`config.mk`:
```
export PLATFORM = sky130hd
export DESIGN_NAME = touch_swipe_gesture_tracker_unit
export DESIGN_NICKNAME = d
export VERILOG_FILES = /design/src/rtl/tsgt_pkg.sv /design/src/rtl/touch_swipe_gesture_tracker_unit.sv /design/src/rtl/tsgt_tracker.sv
export SDC_FILE = /design/constraint.sdc
export NUM_CORES = 1
export LEC_CHECK = 0
export ABC_AREA = 1
export BUFFER_PORTS_ARGS = -buffer_cell sky130_fd_sc_hd__buf_2
export CELL_PAD_IN_SITES_DETAIL_PLACEMENT = 2
export CELL_PAD_IN_SITES_GLOBAL_PLACEMENT = 2
export CORE_AREA = 2 2 177 92
export CTS_CLUSTER_DIAMETER = 30
export DETAILED_ROUTE_END_ITERATION = 7
export DIE_AREA = 0 0 179 94
export GPL_TIMING_DRIVEN = 0
export MAX_ROUTING_LAYER = met4
export PLACE_DENSITY = 0.95
export SLEW_MARGIN = 20
export SYNTH_ARGS = -nofsm -noshare
export SYNTH_HDL_FRONTEND = slang
export SYNTH_SLANG_ARGS = --single-unit
```
`constraint.sdc`:
```
create_clock -name clock -period 5.16 [get_ports clock]
set_clock_uncertainty 0.1 [all_clocks]
set_input_delay 1.032 -clock clock [delete_from_list [all_inputs] [get_ports clock]]
set_output_delay 1.032 -clock clock [all_outputs]
set_load 0.01 [all_outputs]
```
`src/rtl/tsgt_pkg.sv`:
```
// Shared types and constants for the touch swipe gesture tracker.
// No dependencies; used by tsgt_tracker and the top level.
package tsgt_pkg;

   localparam int XWidth     = 9;
   localparam int YWidth     = 8;
   localparam int ThrWidth   = 9;
   localparam int RunSlots   = 4;
   localparam int SlotWidth  = $clog2(RunSlots);
   localparam int CountWidth = $clog2(RunSlots + 1);

   localparam logic [ThrWidth-1:0] SwipeThresholdReset = 9'd50;

   typedef enum logic [1:0] {
      KIND_BEGAN = 2'd0,
      KIND_MOVED = 2'd1,
      KIND_ENDED = 2'd2,
      KIND_SWIPE = 2'd3
   } event_kind_type;

   typedef enum logic [2:0] {
      DIR_RIGHT      = 3'd0,
      DIR_LEFT       = 3'd1,
      DIR_UP         = 3'd2,
      DIR_DOWN       = 3'd3,
      DIR_LEFT_UP    = 3'd4,
      DIR_RIGHT_UP   = 3'd5,
      DIR_LEFT_DOWN  = 3'd6,
      DIR_RIGHT_DOWN = 3'd7
   } swipe_dir_type;

   typedef struct packed {
      event_kind_type    event_kind;
      logic [XWidth-1:0] point_x;
      logic [YWidth-1:0] point_y;
      swipe_dir_type     swipe_direction;
   } result_type;

   // results caused by one poll, packed from slot 0 up
   typedef struct packed {
      logic [CountWidth-1:0]       count;
      result_type [RunSlots-1:0]   slot;
   } run_type;

endpackage

```
`src/rtl/touch_swipe_gesture_tracker_unit.sv`:
```
// Top level of the touch swipe gesture tracker: stream ports, threshold
// register and result run buffer. Depends on tsgt_pkg and tsgt_tracker.
//
// Each poll's results (none, one, or on a release up to four: ended plus
// swipes) land in a four-entry run buffer, which drains one beat per cycle
// while rsp_tready is high, with tlast on the final beat of the run. A new
// poll is taken as soon as the buffer is empty or its last beat leaves in the
// same cycle, so polls causing at most one result flow at one per cycle while
// rsp_tready stays high, and a release yielding n results takes n beats.
// The swipe threshold resets to 50.
module touch_swipe_gesture_tracker_unit (
   input  logic        clock,
   input  logic        reset,
   input  logic        req_tvalid,
   output logic        req_tready,
   input  logic [23:0] req_tdata,   // touch_down[0], touch_x[9:1], touch_y[17:10]
   output logic        rsp_tvalid,
   input  logic        rsp_tready,
   output logic [23:0] rsp_tdata,   // point_x[8:0], point_y[16:9], swipe_direction[19:17]
   output logic [1:0]  rsp_tuser,   // event_kind[1:0]
   output logic        rsp_tlast,   // last_of_run
   input  logic        csr_wr_en,
   input  logic [tsgt_pkg::ThrWidth-1:0] csr_wr_data   // swipe_threshold
);
   import tsgt_pkg::*;

   logic [ThrWidth-1:0]   threshold_ff;
   run_type               run_new;
   result_type [RunSlots-1:0] slot_ff;
   logic [CountWidth-1:0] left_ff;
   logic [SlotWidth-1:0]  ptr_ff;
   logic                  req_beat, rsp_beat;
   result_type            cur;

   assign rsp_tvalid = (left_ff != '0);
   assign rsp_beat   = rsp_tvalid & rsp_tready;
   assign req_tready = (left_ff == '0) || ((left_ff == CountWidth'(1)) && rsp_tready);
   assign req_beat   = req_tvalid & req_tready;

   tsgt_tracker u_tracker (
      .clock           (clock),
      .reset           (reset),
      .accept          (req_beat),
      .touch_down      (req_tdata[0]),
      .touch_x         (req_tdata[9:1]),
      .touch_y         (req_tdata[17:10]),
      .swipe_threshold (threshold_ff),
      .run             (run_new)
   );

   always_ff @(posedge clock) begin
      if (reset) begin
         threshold_ff <= SwipeThresholdReset;
      end else if (csr_wr_en) begin
         threshold_ff <= csr_wr_data;
      end
   end

   always_ff @(posedge clock) begin
      if (reset) begin
         left_ff <= '0;
         ptr_ff  <= '0;
      end else if (req_beat) begin
         left_ff <= run_new.count;
         ptr_ff  <= '0;
      end else if (rsp_beat) begin
         left_ff <= left_ff - CountWidth'(1);
         ptr_ff  <= ptr_ff + SlotWidth'(1);
      end
   end

   always_ff @(posedge clock) begin
      if (req_beat) begin
         slot_ff <= run_new.slot;
      end
   end

   assign cur       = slot_ff[ptr_ff];
   assign rsp_tuser = cur.event_kind;
   assign rsp_tdata = {4'b0000, cur.swipe_direction, cur.point_y, cur.point_x};
   assign rsp_tlast = (left_ff == CountWidth'(1));

endmodule

```
`src/rtl/tsgt_tracker.sv`:
```
// Touch state tracker: holds touching flag, first and last point, and
// builds the run of results for the poll on its inputs. Uses tsgt_pkg.
module tsgt_tracker (
   input  logic                           clock,
   input  logic                           reset,
   input  logic                           accept,
   input  logic                           touch_down,
   input  logic [tsgt_pkg::XWidth-1:0]    touch_x,
   input  logic [tsgt_pkg::YWidth-1:0]    touch_y,
   input  logic [tsgt_pkg::ThrWidth-1:0]  swipe_threshold,
   output tsgt_pkg::run_type              run
);
   import tsgt_pkg::*;

   logic              touching_ff, touching_in;
   logic [XWidth-1:0] first_x_ff, first_x_in, last_x_ff, last_x_in;
   logic [YWidth-1:0] first_y_ff, first_y_in, last_y_ff, last_y_in;

   // offsets and threshold in 11-bit signed
   logic signed [10:0] h_off, v_off, thr;
   logic               go_right, go_left, go_up, go_down, hz, vt;
   swipe_dir_type      h_dir, v_dir, d_dir;
   logic               new_point;

   assign h_off = $signed({2'b00, first_x_ff}) - $signed({2'b00, last_x_ff});
   assign v_off = $signed({3'b000, first_y_ff}) - $signed({3'b000, last_y_ff});
   assign thr   = $signed({2'b00, swipe_threshold});

   assign go_right = h_off > thr;
   assign go_left  = h_off < -thr;
   assign go_up    = v_off < -thr;
   assign go_down  = v_off > thr;
   assign hz       = go_right | go_left;
   assign vt       = go_up | go_down;

   assign new_point = (touch_x != last_x_ff) || (touch_y != last_y_ff) || !touching_ff;

   always_comb begin
      h_dir = go_right ? DIR_RIGHT : DIR_LEFT;
      v_dir = go_up ? DIR_UP : DIR_DOWN;
      if (go_up) begin
         d_dir = go_left ? DIR_LEFT_UP : DIR_RIGHT_UP;
      end else begin
         d_dir = go_left ? DIR_LEFT_DOWN : DIR_RIGHT_DOWN;
      end
   end

   always_comb begin
      touching_in = touching_ff;
      first_x_in  = first_x_ff;
      first_y_in  = first_y_ff;
      last_x_in   = last_x_ff;
      last_y_in   = last_y_ff;
      run         = '0;
      if (touch_down) begin
         if (new_point) begin
            run.count = CountWidth'(1);
            run.slot[0].event_kind = touching_ff ? KIND_MOVED : KIND_BEGAN;
            run.slot[0].point_x    = touch_x;
            run.slot[0].point_y    = touch_y;
            if (!touching_ff) begin
               first_x_in = touch_x;
               first_y_in = touch_y;
            end
            last_x_in   = touch_x;
            last_y_in   = touch_y;
            touching_in = 1'b1;
         end
      end else if (touching_ff) begin
         touching_in = 1'b0;
         run.count = CountWidth'(1) + CountWidth'(hz) + CountWidth'(vt)
                   + CountWidth'(hz & vt);
         run.slot[0].event_kind = KIND_ENDED;
         run.slot[0].point_x    = last_x_ff;
         run.slot[0].point_y    = last_y_ff;
         // horizontal, then vertical, then diagonal; diagonal only with both
         run.slot[1].event_kind      = KIND_SWIPE;
         run.slot[1].swipe_direction = hz ? h_dir : v_dir;
         run.slot[2].event_kind      = KIND_SWIPE;
         run.slot[2].swipe_direction = v_dir;
         run.slot[3].event_kind      = KIND_SWIPE;
         run.slot[3].swipe_direction = d_dir;
      end
   end

   always_ff @(posedge clock) begin
      if (reset) begin
         touching_ff <= 1'b0;
         first_x_ff  <= '0;
         first_y_ff  <= '0;
         last_x_ff   <= '0;
         last_y_ff   <= '0;
      end else if (accept) begin
         touching_ff <= touching_in;
         first_x_ff  <= first_x_in;
         first_y_ff  <= first_y_in;
         last_x_ff   <= last_x_in;
         last_y_ff   <= last_y_in;
      end
   end

endmodule

```
== After elaboration in Yosys (flattened, before gate mapping) ==
Cells that the tools add are included.

* Flip-flop bits (word level): 82
* Output and inout port bits: 29
* Word-level logic and storage cells: 74
* Input port bits: 38

* Order comparisons: 5
* Add/sub/neg operators: 8
* Bitwise operators: 6
* Equal/unequal tests: 4
* Reductions and logical operators: 13
* Mux-type cells: 21

{| class="wikitable"
|+ Operator list
! operator !! number
|-
| 19-bit two-way mux || 3
|-
| 22-bit binary-select mux with 2-bit select || 1
|-
| 11-bit by 10-bit > comparator with 1-bit output || 2
|-
| 11-bit < comparator || 2
|-
| 22-bit two-way mux || 1
|-
| 9-bit negation with 11-bit output || 1
|-
| 9-bit by 9-bit subtractor with 10-bit output || 1
|-
| 3-bit two-way mux || 3
|-
| 9-bit inequality test || 1
|-
| 8-bit by 8-bit subtractor with 9-bit output || 1
|-
| 1-bit two-way mux || 8
|-
| 2-bit two-way mux || 4
|-
| 8-bit inequality test || 1
|-
| 5-bit two-way mux || 1
|-
| 4-bit AND reduction || 1
|-
| 2-bit OR reduction || 2
|-
| 3-bit by 1-bit adder with 3-bit output || 1
|-
| 3-bit adder || 1
|-
| 1-bit bitwise AND || 3
|-
| 3-bit by 1-bit equality test with 1-bit output, second input constant || 1
|-
| 3-bit zero test || 1
|-
| 1-bit logical OR || 3
|-
| 2-bit by 3-bit < comparator with 1-bit output, second input constant || 1
|-
| 3-bit AND reduction || 1
|-
| other kinds (11) || 12
|}

== Depth between registers and ports, before layout ==
* Word-level depth: 9
* Depth in mapped cells: 25
* Depth with buffers taken out: 25

== Cells and area by module ==
A second synthesis with hierarchy kept.

* Cell total of the unflattened synthesis: 916
* Area, all modules: 8,062.7 sq um

{| class="wikitable"
|+ Modules (own cells, without submodules)
! module !! cells an instance !! seq. area each (sq um) !! area an instance (sq um) !! instances
|-
| tsgt_tracker || 609 || 700.7 || 4,129.0 || 1
|-
| touch_swipe_gesture_tracker_unit || 307 || 2,922.8 || 3,933.8 || 1
|}

== Worst setup path before layout ==
Ideal clock, no wire load.

* Path type: reg2reg
* From: register u_tracker.first_y_ff[0]
* To: register left_ff[1]
* Arrival time: 3,028 ps
* Data required time: 4,944 ps
* Path slack: 1,916 ps
* Library setup time: 116 ps
* Cell stages (with the launch flop): 25
* Clock period less this slack: 3,244 ps
* Path buffers: 0
* Cells stage by stage: dfxtp_1 > inv_1 > ha_1 > fa_1 > o21ai_0 > nand2_1 > a21oi_1 > nor2_1 > xor2_1 > inv_1 > ha_1 > nand2_1 > nor2_1 > nand2_1 > nand2_1 > nand2_1 > nand3b_1 > nand3_1 > nand2_1 > inv_1 > ha_1 > nand3_1 > o211ai_1 > o211ai_1 > inv_1

* Longest elaborated chain between the ends: 8
* Elaborated cells on any way between the ends: 10
* Classes of those cells: add/sub: 3; order compare: 2; mux: 3; bitwise: 2

{| class="wikitable"
|+ RTL lines
! item !! RTL line !! source
|-
| from (decl) || tsgt_tracker.sv:17 || <nowiki>logic [YWidth-1:0] first_y_ff, first_y_in, last_y_ff, last_y_in;</nowiki>
|-
| from (signal assigned) || tsgt_tracker.sv:96 || <nowiki>first_y_ff <= first_y_in;</nowiki>
|-
| 8-bit by 8-bit subtractor with 9-bit output * || tsgt_tracker.sv:26 || <nowiki>assign v_off = $signed({3'b000, first_y_ff}) - $signed({3'b000, last_y_ff});</nowiki>
|-
| 11-bit < comparator or 11-bit by 10-bit > comparator with 1-bit output (tied branches) || tsgt_tracker.sv:31, tsgt_tracker.sv:32 ||
|-
| 1-bit OR * || tsgt_tracker.sv:34 || <nowiki>assign vt = go_up | go_down;</nowiki>
|-
| 3-bit by 1-bit adder with 3-bit output or 1-bit bitwise AND (tied branches) || tsgt_tracker.sv:71, tsgt_tracker.sv:72 ||
|-
| 3-bit adder * || tsgt_tracker.sv:72 || <nowiki>+ CountWidth'(hz & vt);</nowiki>
|-
| 5-bit two-way mux * || tsgt_tracker.sv:69 || <nowiki>end else if (touching_ff) begin</nowiki>
|-
| 3-bit two-way mux * || tsgt_tracker.sv:55 || <nowiki>if (touch_down) begin</nowiki>
|-
| 3-bit two-way mux * || touch_swipe_gesture_tracker_unit.sv:63 || <nowiki>end else if (req_beat) begin</nowiki>
|-
| to (signal assigned) || touch_swipe_gesture_tracker_unit.sv:64 || <nowiki>left_ff <= run_new.count;</nowiki>
|-
| to (signal assigned) || touch_swipe_gesture_tracker_unit.sv:67 || <nowiki>left_ff <= left_ff - CountWidth'(1);</nowiki>
|-
| to (decl) || touch_swipe_gesture_tracker_unit.sv:30 || <nowiki>logic [CountWidth-1:0] left_ff;</nowiki>
|}

Every way passes the cells marked *; elsewhere a longest branch is shown, timed or not.
A chain may end at the register's enable or synchronous reset.

== Worst setup path in the final report ==
Same ends and word-level chain as after synthesis.

==> results by group <==
Floorplan
  • Die W: roughly 180 um
  • Total die area: approximately 17000 um^2
  • Initial Util: 0.355
  • IO Pins: 67
  • Core area: approximately 15000 um^2
  • Cell row count: 32
  • Die Y-Extent: roughly 94 um

Routing
  • DRT iter0 DRCs: 375
  • Vias: ~5800
  • Met1 wire length: 10800 um
  • WL met2: 12700 um
  • Mean routed wirelength per cell: between 20 and 30 um
  • DRC: 0
  • Met3 wire len: 1690 um
  • Top Layer Used: met4
  • Vias per std cell: 5.70
  • Drt pass-1 iters: 5
  • Overall routed net length: 26100 um
  • Number of nets still failing antenna checks after routing: 0

Critical path
  • WS Path Type: flip-flop to flip-flop
  • CP startpoint: u_tracker.first_y_ff[0]$_SDFFE_PP0P_
  • CP endpoint kind: flip-flop
  • Worst reg2reg endpoint: left_ff[1]$_SDFFE_PP0P_
  • R2r setup slk: approximately 800 ps
  • Reg-to-Reg Start: u_tracker.first_y_ff[0]$_SDFFE_PP0P_
  • Worst EP required: ~5300 ps
  • WP data arrival: between 4000 and 5000 ps
  • CP endpoint: left_ff[1]$_SDFFE_PP0P_
  • CP Max Fanout: 3
  • R2r worst-path depth: 24
  • Worst Setup Start Kind: flip-flop

Clock tree
  • Clk pin slew, worst setup/hold paths: roughly 70 ps
  • Worst skew pair latency: 360 ps
  • Clk sinks: 73
  • # hold bufs at CTS: 0
  • CTS resizes: 0
  • H-Tree Depth: 3
  • Post-CTS Setup Inserts: 0
  • CTS max path bufs: 2
  • CTS tree: done
  • CTS buffer count: 9
  • Root Buffer: clkbuf_16

Power and ir drop
  • Switching power: 2200 uW
  • Leakage: about 0.0032 uW
  • Total power: between 4000 and 5000 uW
  • Reg power frac: 0.197
  • Sw frac: 0.519
  • Clk pwr share: 0.173
  • Peak VDD IR: 0.233 mV
  • Cell Int Power: between 2000 and 2500 uW
  • Power Dens Cells: roughly 680 nW/um^2
  • Combinational power share: 0.630

STA
  • Hold Violations, Final: 0
  • Fin. max-slew vios: 0
  • Slew Limit Headroom: 0.432
  • Fin Setup TNS: 0 ps
  • Worst-Margin Slew: 851 ps
  • Period utilisation layout: 0.845
  • Final min period: around 4400 ps
  • Final hold slack: 411 ps
  • Setup violators final: 0
  • Unrepaired setup endpoints after global routing: no
  • Max Clock Freq: ~230 MHz

Synthesis
  • Dominant synthesized flop cell: dfxtp_1
  • Register area share after synthesis: 0.316
  • Async SR Flop Fraction: 0
  • Post-synth EDFFs: 24
  • Leading area contributor after synthesis: dfxtp_1
  • Most instantiated cells after synthesis: nand2_1 (164), inv_1 (98), nor2_1 (74)
  • Synth top area cells: dfxtp_1 (18%), ha_1 (14%), edfxtp_1 (13%), nand2_1 (11%), inv_1 (6.8%)
  • Most frequent cell after synthesis: nand2_1
  • Synthesized cell area: roughly 5400 um^2
  • Share of the synthesized area in the top cell type: 0.182
  • Avg Inst Size Synth: ~7.2 um^2
  • Post-synthesis cell count: around 740
  • Unique cell type count in the Yosys netlist: 39
  • Yosys warnings: 0
  • Number of synthesized register bits: 73

Final layout
  • Finished Cell Area: 6250 um^2
  • Share of layout cells above drive strength 1: 0.164
  • FILL cells: between 1500 and 2000
  • Nets: 914
  • P&R area growth vs syn: 16.0%
  • N_diodes: 0
  • Finished Layout Cells: ~1000

GRT
  • First-pass GRT wire length: ~40000 um
  • GRT overflow: 0
  • Initial antenna violation count: 0
  • Vias in the first global route: around 6600
  • Largest net degree at the start of global routing: 34
  • Total GRT Usage: 0.332

Run
  • Max cap viols: 0

Worst hold path
  • Worst min-delay path category: flip-flop to flip-flop

Place
  • Cells after DPL: between 1000 and 1500
  • Placed cell areas: 5940 um^2
  • Hpwl dp: ~17000 um
  • Placer Congestion: around 0.86
  • IO buf count: 56

Outcome
  • Status: finished clean
registers in the layout, indices dropped and copies added, names as in the netlist:
signal and flops:
left_ff 3, ptr_ff 2, slot_ff 24, threshold_ff 9, u_tracker.first_x_ff 9, u_tracker.first_y_ff 8, u_tracker.last_x_ff 9, u_tracker.last_y_ff 8
u_tracker.touching_ff 1
power groups by stage:
stage | combinational, uW | sequential, uW | clock (uW)
floorplan | 1610 | 796 | 0
global placement | 2090 | 811 | 0
detailed placement | 2380 | 831 | 0
CTS | 2600 | 830 | 733
global route | 2870 | 842 | 757
finish | 2670 | 833 | 732
worst min-delay path by stage:
| stage | startpoint | to | slack, ps | cells past startpoint |
|---|---|---|---|---|
| final | left_ff[1]$_SDFFE_PP0P_ | left_ff[1]$_SDFFE_PP0P_ | 410 | 2 |
| after global routing | left_ff[1]$_SDFFE_PP0P_ | left_ff[1]$_SDFFE_PP0P_ | 440 | 2 |
| after CTS | left_ff[1]$_SDFFE_PP0P_ | left_ff[1]$_SDFFE_PP0P_ | 420 | 2 |
| after detailed placement | left_ff[1]$_SDFFE_PP0P_ | left_ff[1]$_SDFFE_PP0P_ | 400 | 2 |
| after global placement | left_ff[1]$_SDFFE_PP0P_ | left_ff[1]$_SDFFE_PP0P_ | 390 | 2 |
| after floorplan | left_ff[1]$_SDFFE_PP0P_ | left_ff[1]$_SDFFE_PP0P_ | 360 | 2 |
logic make-up after synthesis:
| group | after synthesis | share of synthesized area |
|---|---|---|
| adders and majority gates | 62 | 0.147 |
| other | 1 | 0.000696 |
| muxes | 1 | 0.00209 |
| buffers and inverters | 148 | 0.116 |
| DFF | 73 | 0.316 |
| and+or+nand+nor | 307 | 0.252 |
| AOI/OAI and AO/OA | 129 | 0.129 |
| xor gates and xnor gates | 23 | 0.0374 |
placed cells by master, fill, tap and decap left out, types with 2 or more instances in the layout:
cell type	count
nand2_1	164
inv_1	98
nor2_1	74
buf_2	63
ha_1	60
a21oi_1	58
dfxtp_1	49
o21ai_0	30
nand4_1	26
edfxtp_1	24
inv_2	22
o22ai_1	18
nand3_1	17
xor2_1	15
o21ai_1	13
nand2_2	11
clkbuf_1	10
clkbuf_16	9
xnor2_1	8
buf_4	5
o211ai_1	4
nor2_2	4
conb_1	4
nand2_4	3
buf_6	3
o21a_1	2
a21o_1	2
nand3b_1	2
nand3_4	2
clkinv_4	2
fa_1	2
clkinvlp_4	2
bufinv_16	2
through the flow:
stage	setup slack, ps	util
2_1_floorplan	1920	-
4_1_cts	883	0.412
6_report	799	0.412
3_3_place_gp	1350	0.391
5_1_grt	622	0.412
3_5_place_dp	1040	0.391
critical path, stage by stage, from the launching register on:
cell      delay (ps)
dfxtp_1          370
inv_1             60
ha_1             270
fa_1             480
o21ai_0          450
nand2_1          120
a21oi_1          210
nor2_1            90
xor2_1           170
inv_1            100
ha_1             320
nand2_1          100
nor2_1           180
nand2_1          100
nand2_1           90
nand2_1           70
nand3b_1         100
nand3_1          110
nand2_1          110
inv_1             40
ha_1             270
nand3_1          100
o211ai_1          90
o211ai_1          90
inv_1             50
metal layers:
layer,GRT usage,up-vias
li1,-,2562
met3,0.0676,66
met4,0.133,0
met2,0.563,267
met5,-,-
met1,0.389,2933
final cells by class:
type	instances	area (um^2)	area share
plain buffers	27	168	0.0268
clock buffers	9	225	0.0360
clock inverters	6	92.6	0.0148
inverters	121	459	0.0734
multi-input cells	526	3070	0.491
flip-flops and latches	73	1700	0.272
well taps	204	255	0.0408
repair buffers	56	280	0.0448
No activity file was read; power rests on OpenSTA's default activity.
